[config.mk]
export PLATFORM = sky130hd
export DESIGN_NAME = key_value_field_extractor_core
export DESIGN_NICKNAME = d
export VERILOG_FILES = /design/src/hw/rtl/kvfe_pkg.sv /design/src/hw/rtl/kvfe_match.sv /design/src/hw/rtl/key_value_field_extractor_core.sv
export SDC_FILE = /design/constraint.sdc
export NUM_CORES = 1
export LEC_CHECK = 0
export ABC_CLOCK_PERIOD_IN_PS = 3900
export BUFFER_PORTS_ARGS = -buffer_cell sky130_fd_sc_hd__buf_4
export CELL_PAD_IN_SITES_DETAIL_PLACEMENT = 1
export CELL_PAD_IN_SITES_GLOBAL_PLACEMENT = 1
export CORE_AREA = 4 4 172 174
export CTS_BUF_LIST = sky130_fd_sc_hd__clkbuf_4
export CTS_CLUSTER_DIAMETER = 40
export DETAILED_ROUTE_END_ITERATION = 10
export DIE_AREA = 0 0 176 178
export PLACE_DENSITY_LB_ADDON = 0.1
export SETUP_SLACK_MARGIN = 0.4
export SLEW_MARGIN = 10
export SYNTH_ARGS = -nofsm -noshare
export SYNTH_HDL_FRONTEND = slang
export SYNTH_HIERARCHICAL = 1
export SYNTH_SLANG_ARGS = --single-unit
[constraint.sdc]
create_clock -name clock -period 3.9 [get_ports clock]
set_clock_uncertainty 0.2 [all_clocks]
set_input_delay 0.585 -clock clock [delete_from_list [all_inputs] [get_ports clock]]
set_output_delay 0.585 -clock clock [all_outputs]
set_load 0.1 [all_outputs]
[src/hw/rtl/kvfe_pkg.sv]
// Package for the key/value field extractor: sizes, codes and constants.
`timescale 1ns / 1ps
`default_nettype none
package kvfe_pkg;

   localparam int KEY_MAX_BYTES = 8;
   localparam int WIN_BYTES     = (KEY_MAX_BYTES < 8) ? KEY_MAX_BYTES : 8;
   localparam int WIN_BITS      = 8 * WIN_BYTES;
   localparam int LEN_W         = $clog2(WIN_BYTES + 1);

   localparam logic [7:0] CLOSE_BRACE = 8'h7D;

   localparam int CSR_IDX_W = 2;
   localparam logic [CSR_IDX_W-1:0] REG_KEY_BYTES  = 2'd0;
   localparam logic [CSR_IDX_W-1:0] REG_KEY_LENGTH = 2'd1;
   localparam logic [CSR_IDX_W-1:0] REG_DELIMITER  = 2'd2;

   localparam logic [1:0] PH_SEARCH = 2'd0;
   localparam logic [1:0] PH_SEP    = 2'd1;
   localparam logic [1:0] PH_VALUE  = 2'd2;

   localparam logic [1:0] ST_NONE     = 2'd0;
   localparam logic [1:0] ST_DELIM    = 2'd1;
   localparam logic [1:0] ST_CUT      = 2'd2;
   localparam logic [1:0] ST_NOTFOUND = 2'd3;

   localparam logic [7:0]  DELIM_RESET   = 8'd44;
   localparam logic [3:0]  KEYLEN_RESET  = 4'd1;

endpackage
`default_nettype wire

[src/hw/rtl/kvfe_match.sv]
// Parallel compare of the byte window against the key for the active key length.
`timescale 1ns / 1ps
`default_nettype none
module kvfe_match
   import kvfe_pkg::*;
(
   input  wire logic [WIN_BITS-1:0] window,
   input  wire logic [LEN_W-1:0]    fill,
   input  wire logic [63:0]         key_bytes,
   input  wire logic [LEN_W-1:0]    key_len,
   output logic                     match
);

   logic [WIN_BYTES:1] len_ok;

   // Newest byte is lowest; key byte k pairs with window byte L-1-k.
   always_comb begin
      for (int l = 1; l <= WIN_BYTES; l++) begin
         len_ok[l] = (fill >= LEN_W'(l));
         for (int k = 0; k < l; k++) begin
            if (window[8*(l-1-k) +: 8] != key_bytes[8*k +: 8]) begin
               len_ok[l] = 1'b0;
            end
         end
      end
   end

   always_comb begin
      match = 1'b0;
      for (int l = 1; l <= WIN_BYTES; l++) begin
         if (key_len == LEN_W'(l)) begin
            match = len_ok[l];
         end
      end
   end

endmodule
`default_nettype wire

[src/hw/rtl/key_value_field_extractor_core.sv]
// Top level of the key/value field extractor: control, CSRs and result register.
`timescale 1ns / 1ps
`default_nettype none
// Streams a text buffer one byte per item and emits the value bytes that follow
// each occurrence of the configured key (up to eight bytes, first byte in the low
// byte of key_bytes). After a key match the next byte is dropped as separator,
// then bytes pass out until the delimiter or '}', which is reported with
// end_status 1. The item flagged buffer_end resets the search; it reports 3 if
// no value was open and 2 if it cut a value short. Each item is handled by the window
// compare between the accept edge and the result register, so one item is taken per
// cycle whenever the result register is empty or being read. CSRs are to be written by
// the user through the csr_ port only while the block is idle; the block does not enforce it.
module key_value_field_extractor_core
   import kvfe_pkg::*;
(
   input  wire logic                 clock,
   input  wire logic                 reset,
   input  wire logic                 csr_valid,
   output logic                      csr_ready,
   input  wire logic [CSR_IDX_W-1:0] csr_index,
   input  wire logic [63:0]          csr_data,
   input  wire logic                 req_valid,
   output logic                      req_ready,
   input  wire logic [7:0]           req_text_byte,
   input  wire logic                 req_buffer_end,
   output logic                      rsp_valid,
   input  wire logic                 rsp_ready,
   output logic [7:0]                rsp_value_byte,
   output logic                      rsp_byte_valid,
   output logic                      rsp_value_end,
   output logic [1:0]                rsp_end_status
);

   logic [63:0]         key_bytes_ff;
   logic [3:0]          key_length_ff;
   logic [7:0]          delimiter_ff;

   logic [WIN_BITS-1:0] win_ff, win_in, win_shift;
   logic [LEN_W-1:0]    fill_ff, fill_in, fill_inc;
   logic [1:0]          phase_ff, phase_in;
   logic [LEN_W-1:0]    key_len;
   logic                match;

   logic                res_valid_ff, res_valid_in;
   logic [7:0]          res_byte_ff, res_byte_in;
   logic                res_bvalid_ff, res_bvalid_in;
   logic                res_end_ff, res_end_in;
   logic [1:0]          res_status_ff, res_status_in;

   logic                accept;
   logic                emit;

   assign csr_ready = 1'b1;
   assign req_ready = !res_valid_ff || rsp_ready;
   assign accept    = req_valid && req_ready;

   always_ff @(posedge clock) begin
      if (reset) begin
         key_bytes_ff  <= '0;
         key_length_ff <= KEYLEN_RESET;
         delimiter_ff  <= DELIM_RESET;
      end else if (csr_valid) begin
         case (csr_index)
            REG_KEY_BYTES:  key_bytes_ff  <= csr_data;
            REG_KEY_LENGTH: key_length_ff <= csr_data[3:0];
            REG_DELIMITER:  delimiter_ff  <= csr_data[7:0];
            default: ;
         endcase
      end
   end

   // Zero counts as one, long keys saturate to the window.
   always_comb begin
      if (key_length_ff == 4'd0) begin
         key_len = LEN_W'(1);
      end else if (key_length_ff > 4'(WIN_BYTES)) begin
         key_len = LEN_W'(WIN_BYTES);
      end else begin
         key_len = key_length_ff[LEN_W-1:0];
      end
   end

   assign win_shift = (win_ff << 8) | WIN_BITS'(req_text_byte);
   assign fill_inc  = (fill_ff < LEN_W'(WIN_BYTES)) ? fill_ff + LEN_W'(1) : fill_ff;

   kvfe_match u_match (
      .window    (win_shift),
      .fill      (fill_inc),
      .key_bytes (key_bytes_ff),
      .key_len   (key_len),
      .match     (match)
   );

   always_comb begin
      win_in        = win_ff;
      fill_in       = fill_ff;
      phase_in      = phase_ff;
      emit          = 1'b0;
      res_byte_in   = 8'd0;
      res_bvalid_in = 1'b0;
      res_end_in    = 1'b0;
      res_status_in = ST_NONE;
      if (accept) begin
         case (phase_ff)
            PH_SEP: begin
               if (req_buffer_end) begin
                  win_in        = '0;
                  fill_in       = '0;
                  phase_in      = PH_SEARCH;
                  emit          = 1'b1;
                  res_end_in    = 1'b1;
                  res_status_in = ST_CUT;
               end else begin
                  phase_in = PH_VALUE;
               end
            end
            PH_VALUE: begin
               emit = 1'b1;
               if (req_text_byte == delimiter_ff || req_text_byte == CLOSE_BRACE) begin
                  win_in        = '0;
                  fill_in       = '0;
                  phase_in      = PH_SEARCH;
                  res_end_in    = 1'b1;
                  res_status_in = ST_DELIM;
               end else begin
                  res_byte_in   = req_text_byte;
                  res_bvalid_in = 1'b1;
                  if (req_buffer_end) begin
                     win_in        = '0;
                     fill_in       = '0;
                     phase_in      = PH_SEARCH;
                     res_end_in    = 1'b1;
                     res_status_in = ST_CUT;
                  end
               end
            end
            default: begin
               win_in  = win_shift;
               fill_in = fill_inc;
               if (req_buffer_end) begin
                  win_in        = '0;
                  fill_in       = '0;
                  phase_in      = PH_SEARCH;
                  emit          = 1'b1;
                  res_end_in    = 1'b1;
                  res_status_in = ST_NOTFOUND;
               end else if (match) begin
                  win_in   = '0;
                  fill_in  = '0;
                  phase_in = PH_SEP;
               end
            end
         endcase
      end
   end

   always_comb begin
      if (emit) begin
         res_valid_in = 1'b1;
      end else if (rsp_ready) begin
         res_valid_in = 1'b0;
      end else begin
         res_valid_in = res_valid_ff;
      end
   end

   always_ff @(posedge clock) begin
      if (reset) begin
         win_ff       <= '0;
         fill_ff      <= '0;
         phase_ff     <= PH_SEARCH;
         res_valid_ff <= 1'b0;
      end else begin
         win_ff       <= win_in;
         fill_ff      <= fill_in;
         phase_ff     <= phase_in;
         res_valid_ff <= res_valid_in;
      end
   end

   always_ff @(posedge clock) begin
      if (emit) begin
         res_byte_ff   <= res_byte_in;
         res_bvalid_ff <= res_bvalid_in;
         res_end_ff    <= res_end_in;
         res_status_ff <= res_status_in;
      end
   end

   assign rsp_valid      = res_valid_ff;
   assign rsp_value_byte = res_byte_ff;
   assign rsp_byte_valid = res_bvalid_ff;
   assign rsp_value_end  = res_end_ff;
   assign rsp_end_status = res_status_ff;

endmodule
`default_nettype wire

; ---- Word-level counts from Yosys, hierarchy flattened
; Cells that the tools add are included.
[op_classes]
addsub = 1
magnitude_cmp = 10
n_eq_ne = 51
n_mux = 75
n_bitwise = 3
reduce_logical = 14
[op_table]
columns = operator, count
row1 = != test 8 bit, 36
row2 = 2-to-1 mux 64 bit, 4
row3 = one-hot mux 64 bit (2 select lines), 1
row4 = bitwise OR 64 x 8 -> 64 bit, 1
row5 = 2-to-1 mux 1 bit, 52
row6 = 2-to-1 mux 4 bit, 7
row7 = "== test 4 x 3 -> 1 bit, second input constant", 4
row8 = ">= comparator 4 x 3 -> 1 bit, second input constant", 4
row9 = 2-to-1 mux 2 bit, 8
row10 = "== test 4 x 2 -> 1 bit, second input constant", 2
row11 = "== test 8 x 7 -> 1 bit, second input constant", 1
row12 = == test 8 bit, 1
row13 = ">= comparator 4 x 2 -> 1 bit, second input constant", 2
row14 = one-hot mux 2 bit (2 select lines), 2
row15 = one-hot mux 4 bit (2 select lines), 1
row16 = AND reduction 2 bit, 4
row17 = "adder 4 x 1 -> 4 bit, second input constant", 1
row18 = "== test 2 x 1 -> 1 bit, second input constant", 2
row19 = "== test 2 bit, second input constant", 2
row20 = "== test 4 x 1 -> 1 bit, second input constant", 1
row21 = "== test 4 bit, second input constant", 1
row22 = ">= comparator 4 x 1 -> 1 bit, second input constant", 1
row23 = ">= comparator 4 bit, second input constant", 1
row24 = "greater-than comparator 4 bit, second input constant", 1
row25 = 12 further kinds, 14
[totals]
ff_bits = 159
input_bits = 80
out_inout_bits = 15

; ---- Longest topological paths before layout
; Gate-level depths: netlist (run 1).
[logic_depth]
ltp_word = 15
depth_mapped = 15
depth_no_buf = 13

; ---- By module
; The synthesis (run 1) kept the hierarchy.
[by_module_without_submodules]
columns = module, n_inst, cells_per_inst, area_each_um2, seq_area_each_um2
row1 = key_value_field_extractor_core, 1, 627, 5999.5, 3143.0
row2 = kvfe_match, 1, 489, 3677.3, 0.0

; ---- Worst setup path before layout (run 1)
; No wires, ideal clock.
[synth_path]
path_type = input -> register
from = input port req_text_byte[0]
to = register fill_ff[0]
t_arrival_ns = 2.921
slack_ns = 0.646
path_stages = 13
n_path_buf = 3
cell_sequence = clkbuf_1 xnor2_1 nand4_1 nor4_1 nand4_1 or4_1 nand4_1 nor3b_1 and3_1 clkbuf_2 clkbuf_1 a221oi_1 o2bb2ai_1
[synth_between]
elab_chain_cells = 14
[synth_lines]
columns = element, line
row1 = "start, declared", key_value_field_extractor_core.sv:24  ; input wire logic [7:0] req_text_byte,
row2 = bitwise OR 64 x 8 -> 64 bit (*), key_value_field_extractor_core.sv:83  ; assign win_shift = (win_ff << 8) | WIN_BITS'(req_text_byte);
row3 = != test 8 bit, kvfe_match.sv:21  ; if (window[8*(l-1-k) +: 8] != key_bytes[8*k +: 8]) begin
row4 = 2-to-1 mux 1 bit, kvfe_match.sv:21
row5 = 2-to-1 mux 1 bit (7 in a row), kvfe_match.sv:31  ; if (key_len == LEN_W'(l)) begin
row6 = 2-to-1 mux 1 bit (*), kvfe_match.sv:31
row7 = named net match, key_value_field_extractor_core.sv:42  ; logic match;
row8 = 2-to-1 mux 4 bit (*), key_value_field_extractor_core.sv:147  ; end else if (match) begin
row9 = 2-to-1 mux 4 bit (*), key_value_field_extractor_core.sv:140  ; if (req_buffer_end) begin
row10 = one-hot mux 4 bit (2 select lines) (*), key_value_field_extractor_core.sv:104  ; case (phase_ff)
row11 = "end signal, assigned", key_value_field_extractor_core.sv:175  ; fill_ff <= fill_in;
row12 = "end, declared", key_value_field_extractor_core.sv:39  ; logic [LEN_W-1:0] fill_ff, fill_in, fill_inc;
; Mark *: on every way through the listed nets, which the timed path passes. The rest lies on a longest branch.
; A chain may end at the register's enable or synchronous reset.

; ---- Final worst setup path (run 1)
[layout_path]
from = register fill_ff[2]
to = register win_ff[50]
[layout_between]
elab_chain_cells = 15
[layout_lines]
columns = element, line
row1 = adder 4 x 1 -> 4 bit / less-than comparator 4 bit (equally long branches), key_value_field_extractor_core.sv:84  ; assign fill_inc = (fill_ff < LEN_W'(WIN_BYTES)) ? fill_ff + LEN_W'(1) : fill_ff;
row2 = 2-to-1 mux 4 bit (*), key_value_field_extractor_core.sv:84
row3 = named net fill_inc[3], key_value_field_extractor_core.sv:39
row4 = >= comparator 4 x 1 -> 1 bit (tied with other cells), kvfe_match.sv:19  ; len_ok[l] = (fill >= LEN_W'(l));
row5 = 2-to-1 mux 1 bit, kvfe_match.sv:21
row6 = 2-to-1 mux 1 bit (on tied branches) (7 in a row), "kvfe_match.sv:31, kvfe_match.sv:21"
row7 = 2-to-1 mux 1 bit (*), kvfe_match.sv:31
row8 = named net match, key_value_field_extractor_core.sv:42
row9 = 2-to-1 mux 64 bit (*), key_value_field_extractor_core.sv:147
row10 = 2-to-1 mux 64 bit (*), key_value_field_extractor_core.sv:140
row11 = one-hot mux 64 bit (2 select lines) (*), key_value_field_extractor_core.sv:104
row12 = "end signal, assigned", key_value_field_extractor_core.sv:174  ; win_ff <= win_in;
row13 = "end, declared", key_value_field_extractor_core.sv:38  ; logic [WIN_BITS-1:0] win_ff, win_in, win_shift;
; Marks and branches as above.

==> results of run 1 <==
## layout make-up
cell class              count  area share (%)
inverters                  22           0.684
repair buffers            232            16.5
well taps                 378            3.92
clock buffers              17            1.06
diodes                      2          0.0415
multi-input cells         822            50.0
flip-flops and latches    151            26.2
clock inverters            15            1.66
## registers in the layout, indices dropped and copies added (netlist names)
register	flops
key_bytes_ff	64
win_ff	56
delimiter_ff	8
rsp_value_byte	8
fill_ff	4
key_length_ff	4
phase_ff	2
rsp_end_status	2
rsp_byte_valid	1
rsp_valid	1
rsp_value_end	1
## routing by layer
layer / up-vias / part of all wire, % / GRT usage, %
met5: - / 0 / 0
met4: 0 / 4.1 / 9.94
met3: 109 / 6.1 / 3.88
met2: 393 / 45 / 40.0
met1: 4565 / 45 / 35.7
li1: 4129 / - / -
## power groups by stage
stage	clock network [µW]	logic, µW	registers (µW)
after floorplan	0	345	1690
final	1150	674	1680
after detailed placement	0	585	1710
after CTS	1190	629	1680
after global placement	0	584	1710
after global routing	1240	716	1680
## synthesized netlist by cell type, types with 5 or more instances
| master | n | area [µm²] |
|---|---|---|
| a21oi_1 | 72 | 360 |
| a22oi_1 | 63 | 473 |
| and2_1 | 9 | 56.3 |
| buf_1 | 8 | 30.0 |
| buf_2 | 19 | 95.1 |
| buf_6 | 11 | 124 |
| clkbuf_1 | 79 | 297 |
| dfxtp_1 | 139 | 2780 |
| edfxtp_1 | 12 | 360 |
| inv_1 | 18 | 67.6 |
| mux2i_1 | 8 | 80.1 |
| nand2_1 | 135 | 507 |
| nand3_1 | 8 | 40.0 |
| nand4_1 | 21 | 131 |
| nor2_1 | 25 | 93.8 |
| nor3_1 | 5 | 25.0 |
| nor4_1 | 57 | 357 |
| o22ai_1 | 5 | 31.3 |
| o2bb2ai_1 | 50 | 438 |
| o2bb2ai_2 | 13 | 195 |
| xnor2_1 | 61 | 534 |
| xor2_1 | 224 | 1960 |
## kinds of logic after synthesis
group                    after synthesis  synth area share [%]
buffers and inverters                144                  6.83
multiplexers                          10                  1.06
other                                  1                0.0388
AND/OR/NAND/NOR                      295                  15.7
adder cells (fa/ha/maj)                3                 0.388
XOR/XNOR                             285                  25.8
AO/OA/AOI/OAI                        227                  17.8
flip-flops                           151                  32.5
## what timing repair did
action / in CTS / in global routing
gates cloned: 0 / 8
buffers inserted: 0 / 4
pin swaps: 0 / 16
hold buffers: 51 / 0
endpoints found under the hold margin: 53 / 0
setup endpoints to repair: 27 / 60
gates resized for setup: 3 / 34
## per-stage QoR
| step | std cells | hold slack, ns |
|---|---|---|
| 2_1_floorplan | 1116 | 0.233 |
| 3_3_place_gp | 1542 | 0.261 |
| 3_5_place_dp | 1542 | 0.262 |
| 4_1_cts | 1625 | 0.000347 |
| 5_1_grt | 1639 | 0.00919 |
| 6_report | 1639 | 0.0397 |
## worst min-delay path by stage
| stage | from | endpoint | cells after the start |
|---|---|---|---|
| 6_report | csr_data[39] | key_bytes_ff[39] | 3 |
| 5_1_grt | csr_data[16] | key_bytes_ff[16] | 3 |
| 4_1_cts | csr_data[50] | key_bytes_ff[50] | 3 |
| 3_5_place_dp | key_bytes_ff[60] | key_bytes_ff[60] | 2 |
| 3_3_place_gp | key_bytes_ff[60] | key_bytes_ff[60] | 2 |
| 2_1_floorplan | key_bytes_ff[0] | key_bytes_ff[0] | 2 |
## worst reg2reg max path, stage by stage, from the launching register on
cell       delay, ns
dfxtp_1         0.52
a31o_4          0.29
nand4b_1        0.23
nor4_1          0.39
nand3_1         0.16
or4_4           0.57
nand4_1         0.20
nor3b_4         0.08
and3_4          0.23
clkbuf_16       0.19
a22oi_1         0.17
o2bb2ai_2       0.08
==> metrics.txt, run 1 <==
outcome finished clean; number of global-route vias before repair approximately 9000; Fill cells 3249; multi-input logic area 0.00603 mm²; Peak Freq 291 MHz; drt pass-1 iters 5; Initial DRC Count between 900 and 1000; I/O Buffers 93; CP Max Fanout 8; Hold Crit Class primary input to register; # H-tree levels 4; FF-to-FF Start fill_ff[2]; worst setup path end win_ff[50]; die area 0.0313 mm²; Layout Nets 1329; Mean Syn Cell Area a little under 9 µm²; Synth Net Count 1199; critical path depth 11; Critical Path Start Type register; #FFs+latches synth around 150; crit path DAT 3.72 ns; Max Transition Viols Final 0; std cell rows 61; sequential share of the synthesized area 32.5%; die height 178 µm; DRC Markers 0; GR Overflow Total 0; CTS Buf Count 17; relative slew slack 44.8%; Clock Path Buffers 2; initial antenna violation count 1; minimum clock period approximately 3.4 ns; design area about 0.012 mm²; Peak VDD IR 0.182 mV; final core occ 43.4%; commonest non-fill, non-tap cell in the layout xor2_1; critical path capture point type register; Routability Congestion 0.996; top_reg_cell synth dfxtp_1; Tcrit/Tclk final 88.1%; Worst R2R Path Depth 11; worst slew pin tran 0.828 ns; # setup viols final 0; CORE AREA 0.0278 mm²; pre-CTS setup slack roughly 0.25 ns; Max-Cap Viols 0; die width 176 µm; DPL Wire Length between 20000 and 30000 µm; pwr/cell area 290 mW/mm²; synthesized area 0.00968 mm²; warning count from the yosys run 6; EDFF count, synth 12; Async SR Flop Fraction 0%; Tot GR Track Use between 20 and 30%; Crit path max-delay family simple AND/OR/NAND/NOR gates; clock power share 32.8%; Final Hold Fails 0; Sw Share 33.9%; WP buf/inv 1; Placement Cell Area 0.0109 mm²; CTS tree done; first-pass GRT wire length 59700 µm; CTS root buf clkbuf_4; Crit path largest cell delay 0.57 ns; ratio of cells with drive above 1 in the final layout 21.5%; r2r setup slk 0.46 ns; Gate power share 19.3%; Vias/cell 5.61; most frequent cells in the layout 224 x xor2_1, 170 x buf_4, 135 x nand2_1; Synth cell types 60; Via Count roughly 9200; Max stage delay cell, worst path or4_4; Starting Density 34.8%; # clock sinks approximately 150; unrepaired setup endpoints after global routing false; total power around 3500 µW; worst reg2reg path endpoint win_ff[50]; Area Growth Syn to Fin 24.7%; Pint around 2300 µW; cell count after synthesis around 1100; CP Cell Sequence a31o_4 > nand4b_1 > nor4_1 > nand3_1 > or4_4 > nand4_1 > nor3b_4 > and3_4 > clkbuf_16 > a22oi_1 > o2bb2ai_2; post-route ant nets 0; pin count of the biggest net entering global routing 66; Worst setup startpoint fill_ff[2]; post-route setup slack 0.463 ns; Sequential Area about 0.0032 mm²; wire per inst 25.6 µm; I/O Pins 95; total routed wirelength ~42000 µm; Worst Path Required 4.18 ns; Crit Path Class register to register; Clk pin slew, worst setup/hold paths 0.14 ns; Skew-Pair Late Insertion Delay 0.61 ns; sequential share of power 48.0%; Lkg Pwr 0.00534 µW; Switching Power 1190 µW; Final TNS setup 0 ns
(Power assumes the default switching activity.)
==> run 2, diff against run 1 <==
--- a/config.mk
+++ b/config.mk
@@ -5,7 +5,7 @@
 export SDC_FILE = /design/constraint.sdc
 export NUM_CORES = 1
 export LEC_CHECK = 0
-export ABC_CLOCK_PERIOD_IN_PS = 3900
+export ABC_CLOCK_PERIOD_IN_PS = 4250
 export BUFFER_PORTS_ARGS = -buffer_cell sky130_fd_sc_hd__buf_4
 export CELL_PAD_IN_SITES_DETAIL_PLACEMENT = 1
 export CELL_PAD_IN_SITES_GLOBAL_PLACEMENT = 1
==> constraint.sdc (replaced) <==
create_clock -name clock -period 4.25 [get_ports clock]
set_clock_uncertainty 0.2 [all_clocks]
set_input_delay 0.6375 -clock clock [delete_from_list [all_inputs] [get_ports clock]]
set_output_delay 0.6375 -clock clock [all_outputs]
set_load 0.1 [all_outputs]
==> run 2 against run 1 <==
Against the previous run: design area decreased by 9.2%; critical path type unchanged; cell count is 6.2% lower; wire length shrank 9.8%; register-to-register slack improved by 0.07 ns.
==> metrics.txt, run 2 (synthesized netlist as in run 1, its figures left out) <==
Gate power share 16.6% (was 19.3%); Via Count 8523 (was 9196); critical path's most frequent cell nand4_1; commonest non-fill, non-tap cell in the layout xor2_1 (unchanged); Max stage delay cell, worst path dfxtp_1 (was or4_4); pre-CTS setup slack 0.311 ns (was 0.252 ns); number of global-route vias before repair 8606 (was 9023); # clock sinks 151 (unchanged); most frequent cells in the layout 224 x xor2_1, 138 x dfxtp_1, 135 x nand2_1 (was 224 x xor2_1, 170 x buf_4, 135 x nand2_1); GR Overflow Total 0 (unchanged); Max-Cap Viols 0 (unchanged); die height 178 µm (unchanged); pwr/cell area 282 mW/mm² (was 290 mW/mm²); Peak Freq 269 MHz (was 291 MHz); Hold Crit Class primary input to register (unchanged); ratio of cells with drive above 1 in the final layout 17.6% (was 21.5%); Crit Path Class register to register (unchanged); Crit path max-delay family simple AND/OR/NAND/NOR gates (unchanged); die width 176 µm (unchanged); DPL Wire Length 27500 µm (was 29800 µm); CP Cell Sequence xnor2_1 > nand4_1 > nor4_1 > nand3_1 > or4_1 > nand4_1 > nor3b_2 > and3_2 > buf_12 > a221oi_1 > o2bb2ai_1 (was a31o_4 > nand4b_1 > nor4_1 > nand3_1 > or4_4 > nand4_1 > nor3b_4 > and3_4 > clkbuf_16 > a22oi_1 > o2bb2ai_2); I/O Pins 95 (unchanged); first-pass GRT wire length 56200 µm (was 59700 µm); Critical Path Start Type register (unchanged); # H-tree levels 4 (unchanged); wire per inst 24.6 µm (was 25.6 µm); Routability Congestion 0.984 (was 0.996); Starting Density 34.8% (unchanged); initial antenna violation count 1 (unchanged); Peak VDD IR 0.131 mV (was 0.182 mV); pin count of the biggest net entering global routing 73 (was 66); clock power share 33.3% (was 32.8%); std cell rows 61 (unchanged); CTS tree done (unchanged); Lkg Pwr 0.00482 µW (was 0.00534 µW); critical path capture point type register (unchanged); Max Transition Viols Final 0 (unchanged); Placement Cell Area 0.0106 mm² (was 0.0109 mm²); total routed wirelength 37800 µm (was 41900 µm); Sequential Area 0.00314 mm² (was 0.00316 mm²); Pint 2050 µW (was 2310 µW); crit path DAT 3.97 ns (was 3.72 ns); worst slew pin tran 0.908 ns (was 0.828 ns); Largest register FFs 64 (unchanged); Vias/cell 5.55 (was 5.61); # setup viols final 0 (unchanged); drt pass-1 iters 5 (unchanged); Fill cells 3358 (was 3249); sequential share of power 50.1% (was 48.0%); Final TNS setup 0 ns (unchanged); Tot GR Track Use 23.9% (was 25.6%); Crit path largest cell delay 0.77 ns (was 0.57 ns); die area 0.0313 mm² (unchanged); Layout Nets 1229 (was 1329); total power 3090 µW (was 3500 µW); CP Max Fanout 39 (was 8); WP buf/inv 1 (unchanged); Sw Share 33.8% (was 33.9%); I/O Buffers 93 (unchanged); design area 0.0110 mm² (was 0.0121 mm²); Switching Power 1050 µW (was 1190 µW); DRC Markers 0 (unchanged); CTS root buf clkbuf_4 (unchanged); Top Registers key_bytes_ff: 64 flops, win_ff: 56 flops (unchanged); post-route ant nets 0 (unchanged); CTS Buf Count 17 (unchanged); Area Growth Syn to Fin 13.2% (was 24.7%); CORE AREA 0.0278 mm² (unchanged); Worst Path Required 4.50 ns (was 4.18 ns); CTS Hold Buffers Added 0 (was 51); Largest Register key_bytes_ff (unchanged); final core occ 39.4% (was 43.4%); Tcrit/Tclk final 87.4% (was 88.1%); outcome finished clean (unchanged); minimum clock period 3.72 ns (was 3.44 ns); Clk pin slew, worst setup/hold paths 0.17 ns (was 0.14 ns); Skew-Pair Late Insertion Delay 0.59 ns (was 0.61 ns); post-route setup slack 0.534 ns (was 0.463 ns); relative slew slack 39.5% (was 44.8%); unrepaired setup endpoints after global routing true (was false); Final Hold Fails 0 (unchanged); Clock Path Buffers 2 (unchanged); Initial DRC Count 720 (was 997); multi-input logic area 0.00593 mm² (was 0.00603 mm²)
-- run 2: final cells by class --
| type | instances | area share (%) |
|---|---|---|
| multi-input combinational | 821 | 54.1 |
| antenna | 1 | 0.0228 |
| sequential | 151 | 28.7 |
| tap | 378 | 4.32 |
| inverter | 22 | 0.754 |
| clock inverter | 14 | 1.61 |
| clock buffer | 17 | 1.16 |
| timing repair buffer | 133 | 9.34 |
-- run 2: worst register-to-register path: cells and delay by family (launching register included) --
| family | cells | cell delay, ns |
|---|---|---|
| XOR/XNOR | 1 | 0.20 |
| buffers and inverters | 1 | 0.18 |
| flip-flops | 1 | 0.77 |
| AND/OR/NAND/NOR | 7 | 1.86 |
| AO/OA/AOI/OAI | 2 | 0.36 |
-- run 2: path summary, 6_finish.rpt --
path,slack [ns],start,endpoint,cells past startpoint
worst max-delay path,0.53,key_bytes_ff[4],fill_ff[0],11
worst min-delay path,0.06,csr_data[11],key_bytes_ff[11],3
worst max register to register,0.53,key_bytes_ff[4],fill_ff[0],11
worst min register to register,0.28,key_bytes_ff[61],key_bytes_ff[61],2
-- run 2: through the flow --
step | hold WS, ns | cells
2_1_floorplan | 0.233 | 1116
3_3_place_gp | 0.255 | 1505
3_5_place_dp | 0.262 | 1505
4_1_cts | 0.0181 | 1536
5_1_grt | 0.0247 | 1537
6_report | 0.0590 | 1537
-- run 2: layer usage --
layer  wire length, µm  track usage [%]  share of wire [%]
met4              1040             7.18                2.8
met3              2520             4.45                6.7
met1             17400             33.9                 46
met2             16900             36.9                 45
met5                 0                0                  0
-- run 2: what timing repair did --
item | 4_1_cts | 5_1_grt
gates resized for setup | 0 | 9
setup endpoints to repair | 0 | 60
endpoints found under the hold margin | 0 | 0
setup buffers | 0 | 0
-- run 2: power by group through the flow --
stage	Sequential [µW]	Clock (µW)	Combinational, µW
after floorplan	1560	0	317
after global placement	1580	0	502
after detailed placement	1580	0	504
after CTS	1550	1060	507
after global routing	1550	1120	549
final	1550	1030	513
==> run 3, diff against run 2 <==
--- a/config.mk
+++ b/config.mk
@@ -5,7 +5,7 @@
 export SDC_FILE = /design/constraint.sdc
 export NUM_CORES = 1
 export LEC_CHECK = 0
-export ABC_CLOCK_PERIOD_IN_PS = 4250
+export ABC_CLOCK_PERIOD_IN_PS = 3100
 export BUFFER_PORTS_ARGS = -buffer_cell sky130_fd_sc_hd__buf_4
 export CELL_PAD_IN_SITES_DETAIL_PLACEMENT = 1
 export CELL_PAD_IN_SITES_GLOBAL_PLACEMENT = 1
@@ -14,6 +14,7 @@
 export CTS_CLUSTER_DIAMETER = 40
 export DETAILED_ROUTE_END_ITERATION = 10
 export DIE_AREA = 0 0 176 178
+export MAX_ROUTING_LAYER = met4
 export PLACE_DENSITY_LB_ADDON = 0.1
 export SETUP_SLACK_MARGIN = 0.4
 export SLEW_MARGIN = 10
==> constraint.sdc (replaced) <==
create_clock -name clock -period 3.1 [get_ports clock]
set_clock_uncertainty 0.2 [all_clocks]
set_input_delay 0.465 -clock clock [delete_from_list [all_inputs] [get_ports clock]]
set_output_delay 0.465 -clock clock [all_outputs]
set_load 0.1 [all_outputs]
==> run 3 against run 2 <==
Against the previous run: clock power rose by 40%; largest cell class unchanged; the flow now finishes with violations (setup timing); critical path depth rose by 5; hold slack improved by 0.0011 ns; die area did not move; combinational power rose by 120%; sequential power rose by 34%; sequential share of layout area fell by 6.5 points; design area rose by 30%.
==> metrics.txt, run 3 (synthesized netlist as in run 1, its figures left out) <==
Lkg Pwr 0.00642 µW (was 0.00482 µW); Tcrit/Tclk final 112% (was 87.4%); Top Registers key_bytes_ff: 64 flops, win_ff: 56 flops (unchanged); I/O Buffers 93 (unchanged); post-route setup slack -0.357 ns (was 0.534 ns); post-route ant nets 0 (unchanged); Fill cells 3184 (was 3358); met1 usage in global routing 39.7% (was 33.9%); Largest register FFs 64 (unchanged); Crit path max-delay family simple AND/OR/NAND/NOR gates (unchanged); Worst setup startpoint fill_ff[1] (was key_bytes_ff[4]); Skew-Pair Late Insertion Delay 0.60 ns (was 0.59 ns); die width 176 µm (unchanged); GR Overflow Total 0 (unchanged); Worst R2R Path Depth 16 (was 11); Via Count 9906 (was 8523); ratio of cells with drive above 1 in the final layout 34.7% (was 17.6%); I/O Pins 95 (unchanged); Max stage delay cell, worst path dfxtp_4 (was dfxtp_1); # H-tree levels 4 (unchanged); grt met2 use 46.5% (was 36.9%); minimum clock period 3.46 ns (was 3.72 ns); Min Hold Slack 0.0601 ns (was 0.0590 ns); Clock Path Buffers 2 (unchanged); most frequent cells in the layout 301 x buf_4, 223 x xor2_1, 134 x nand2_1 (was 224 x xor2_1, 138 x dfxtp_1, 135 x nand2_1); total routed wirelength 46600 µm (was 37800 µm); pin count of the biggest net entering global routing 90 (was 73); pwr/cell area 325 mW/mm² (was 282 mW/mm²); Tot GR Track Use 30.1% (was 23.9%); outcome complete, but fails checks (was finished clean); CORE AREA 0.0278 mm² (unchanged); CP Max Fanout 8 (was 39); initial antenna violation count 3 (was 1); Starting Density 34.8% (unchanged); Max Transition Viols Final 0 (unchanged); first-pass GRT wire length 67500 µm (was 56200 µm); Layout Nets 1511 (was 1229); # clock sinks 151 (unchanged); Hold Crit Class primary input to register (unchanged); CTS root buf clkbuf_4 (unchanged); Critical Path Start Type register (unchanged); Routability Congestion 1.06 (was 0.984); crit path DAT 3.78 ns (was 3.97 ns); WP buf/inv 6 (was 1); die area 0.0313 mm² (unchanged); number of global-route vias before repair 10047 (was 8606); unrepaired setup endpoints after global routing true (unchanged); Crit Path Class register to register (unchanged); relative slew slack 53.8% (was 39.5%); Initial DRC Count 832 (was 720); DPL Wire Length 33600 µm (was 27500 µm); worst reg2reg path endpoint win_ff[15] (was fill_ff[0]); GRT busiest layer met2 (unchanged); wire per inst 25.6 µm (was 24.6 µm); Final Hold Fails 0 (unchanged); CP Cell Sequence ha_4 > mux2_4 > buf_6 > buf_4 > buf_4 > o2111ai_1 > nor4_2 > a21oi_1 > nand4_1 > nor3b_2 > and3_4 > buf_6 > buf_12 > buf_16 > a22oi_2 > o2bb2ai_1 (was xnor2_1 > nand4_1 > nor4_1 > nand3_1 > or4_1 > nand4_1 > nor3b_2 > and3_2 > buf_12 > a221oi_1 > o2bb2ai_1); Max-Cap Viols 0 (unchanged); Area Growth Syn to Fin 47.7% (was 13.2%); hold path depth 2 (was 3); commonest non-fill, non-tap cell in the layout buf_4 (was xor2_1); std cell rows 61 (unchanged); die height 178 µm (unchanged); Clk pin slew, worst setup/hold paths 0.19 ns (was 0.17 ns); CTS tree done (unchanged); worst slew pin tran 0.693 ns (was 0.908 ns); final core occ 51.4% (was 39.4%); # setup viols final 62 (was 0); met3 Resource Use GR 5.21% (was 4.45%); HP Start req_buffer_end (was csr_data[11]); r2r setup slk -0.36 ns (was 0.53 ns); Peak Freq 289 MHz (was 269 MHz); Vias/cell 5.44 (was 5.55); Crit path largest cell delay 0.39 ns (was 0.77 ns); drt pass-1 iters 5 (unchanged); FF-to-FF Start fill_ff[1] (was key_bytes_ff[4]); Endpoint, Worst Hold rsp_end_status[1] (was key_bytes_ff[11]); Peak VDD IR 0.205 mV (was 0.131 mV); Worst Path Required 3.42 ns (was 4.50 ns); critical path capture point type register (unchanged); DRC Markers 0 (unchanged); Largest Register key_bytes_ff (unchanged); CTS Buf Count 17 (unchanged); failing checks setup timing
[run 3: cell types whose count changed in the layout (fill, tap and decap cells not counted), sizes merged]
cell         before  now
inv              31   28
buf             133  351
dlygate4sd3       0   64
clkinvlp          1    2
clkinv            2    5
diode             1    3
[run 3: per-layer routing]
| layer | share of wire, % | vias up | wire length (µm) |
|---|---|---|---|
| met4 | 3.7 | 0 | 1740 |
| met2 | 45 | 358 | 21100 |
| met5 | 0 | - | 0 |
| li1 | - | 4501 | - |
| met1 | 45 | 4972 | 20800 |
| met3 | 6.3 | 75 | 2920 |
[run 3: area by class of cell]
| cell class | instances | area, µm² | area share [%] |
|---|---|---|---|
| Multi-Input combinational cell | 821 | 6380 | 44.7 |
| Sequential cell | 151 | 3170 | 22.2 |
| Antenna cell | 3 | 7.51 | 0.0525 |
| Clock buffer | 17 | 128 | 0.893 |
| Timing Repair Buffer | 415 | 3870 | 27.1 |
| Clock inverter | 15 | 179 | 1.25 |
| Inverter | 22 | 82.6 | 0.578 |
| Tap cell | 378 | 473 | 3.31 |
[run 3: worst max path at each step]
stage / end / cells after the start
after floorplan: fill_ff[0] / 13
after global placement: win_ff[45] / 13
after detailed placement: win_ff[50] / 13
after CTS: win_ff[37] / 16
after global routing: win_ff[45] / 16
final: win_ff[15] / 16
[run 3: through the flow]
stage               worst slack (ns)  setup TNS [ns]  instance area, µm²  power, µW  std cells
floorplan                      0.232               0               10000       2600       1116
global placement              -0.405          -21.09               12600       3050       1696
detailed placement            -0.361          -18.11               12600       3050       1696
CTS                           -0.248          -12.63               14100       4630       1817
global route                  -0.419          -22.93               14300       4820       1822
finish                        -0.357          -19.07               14300       4650       1822
[run 3: timing repair]
| item | in CTS | in global routing |
|---|---|---|
| resized for setup | 49 | 28 |
| endpoints found under the hold margin | 74 | 0 |
| pin swaps | 56 | 21 |
| setup buffers | 19 | 2 |
| hold buffers | 64 | 0 |
| setup endpoints to repair | 62 | 62 |
| gates cloned | 6 | 0 |
[run 3: power breakdown]
part	switching, µW	internal, µW
Combinational	607	526
Clock	930	513
Sequential	59.3	2010
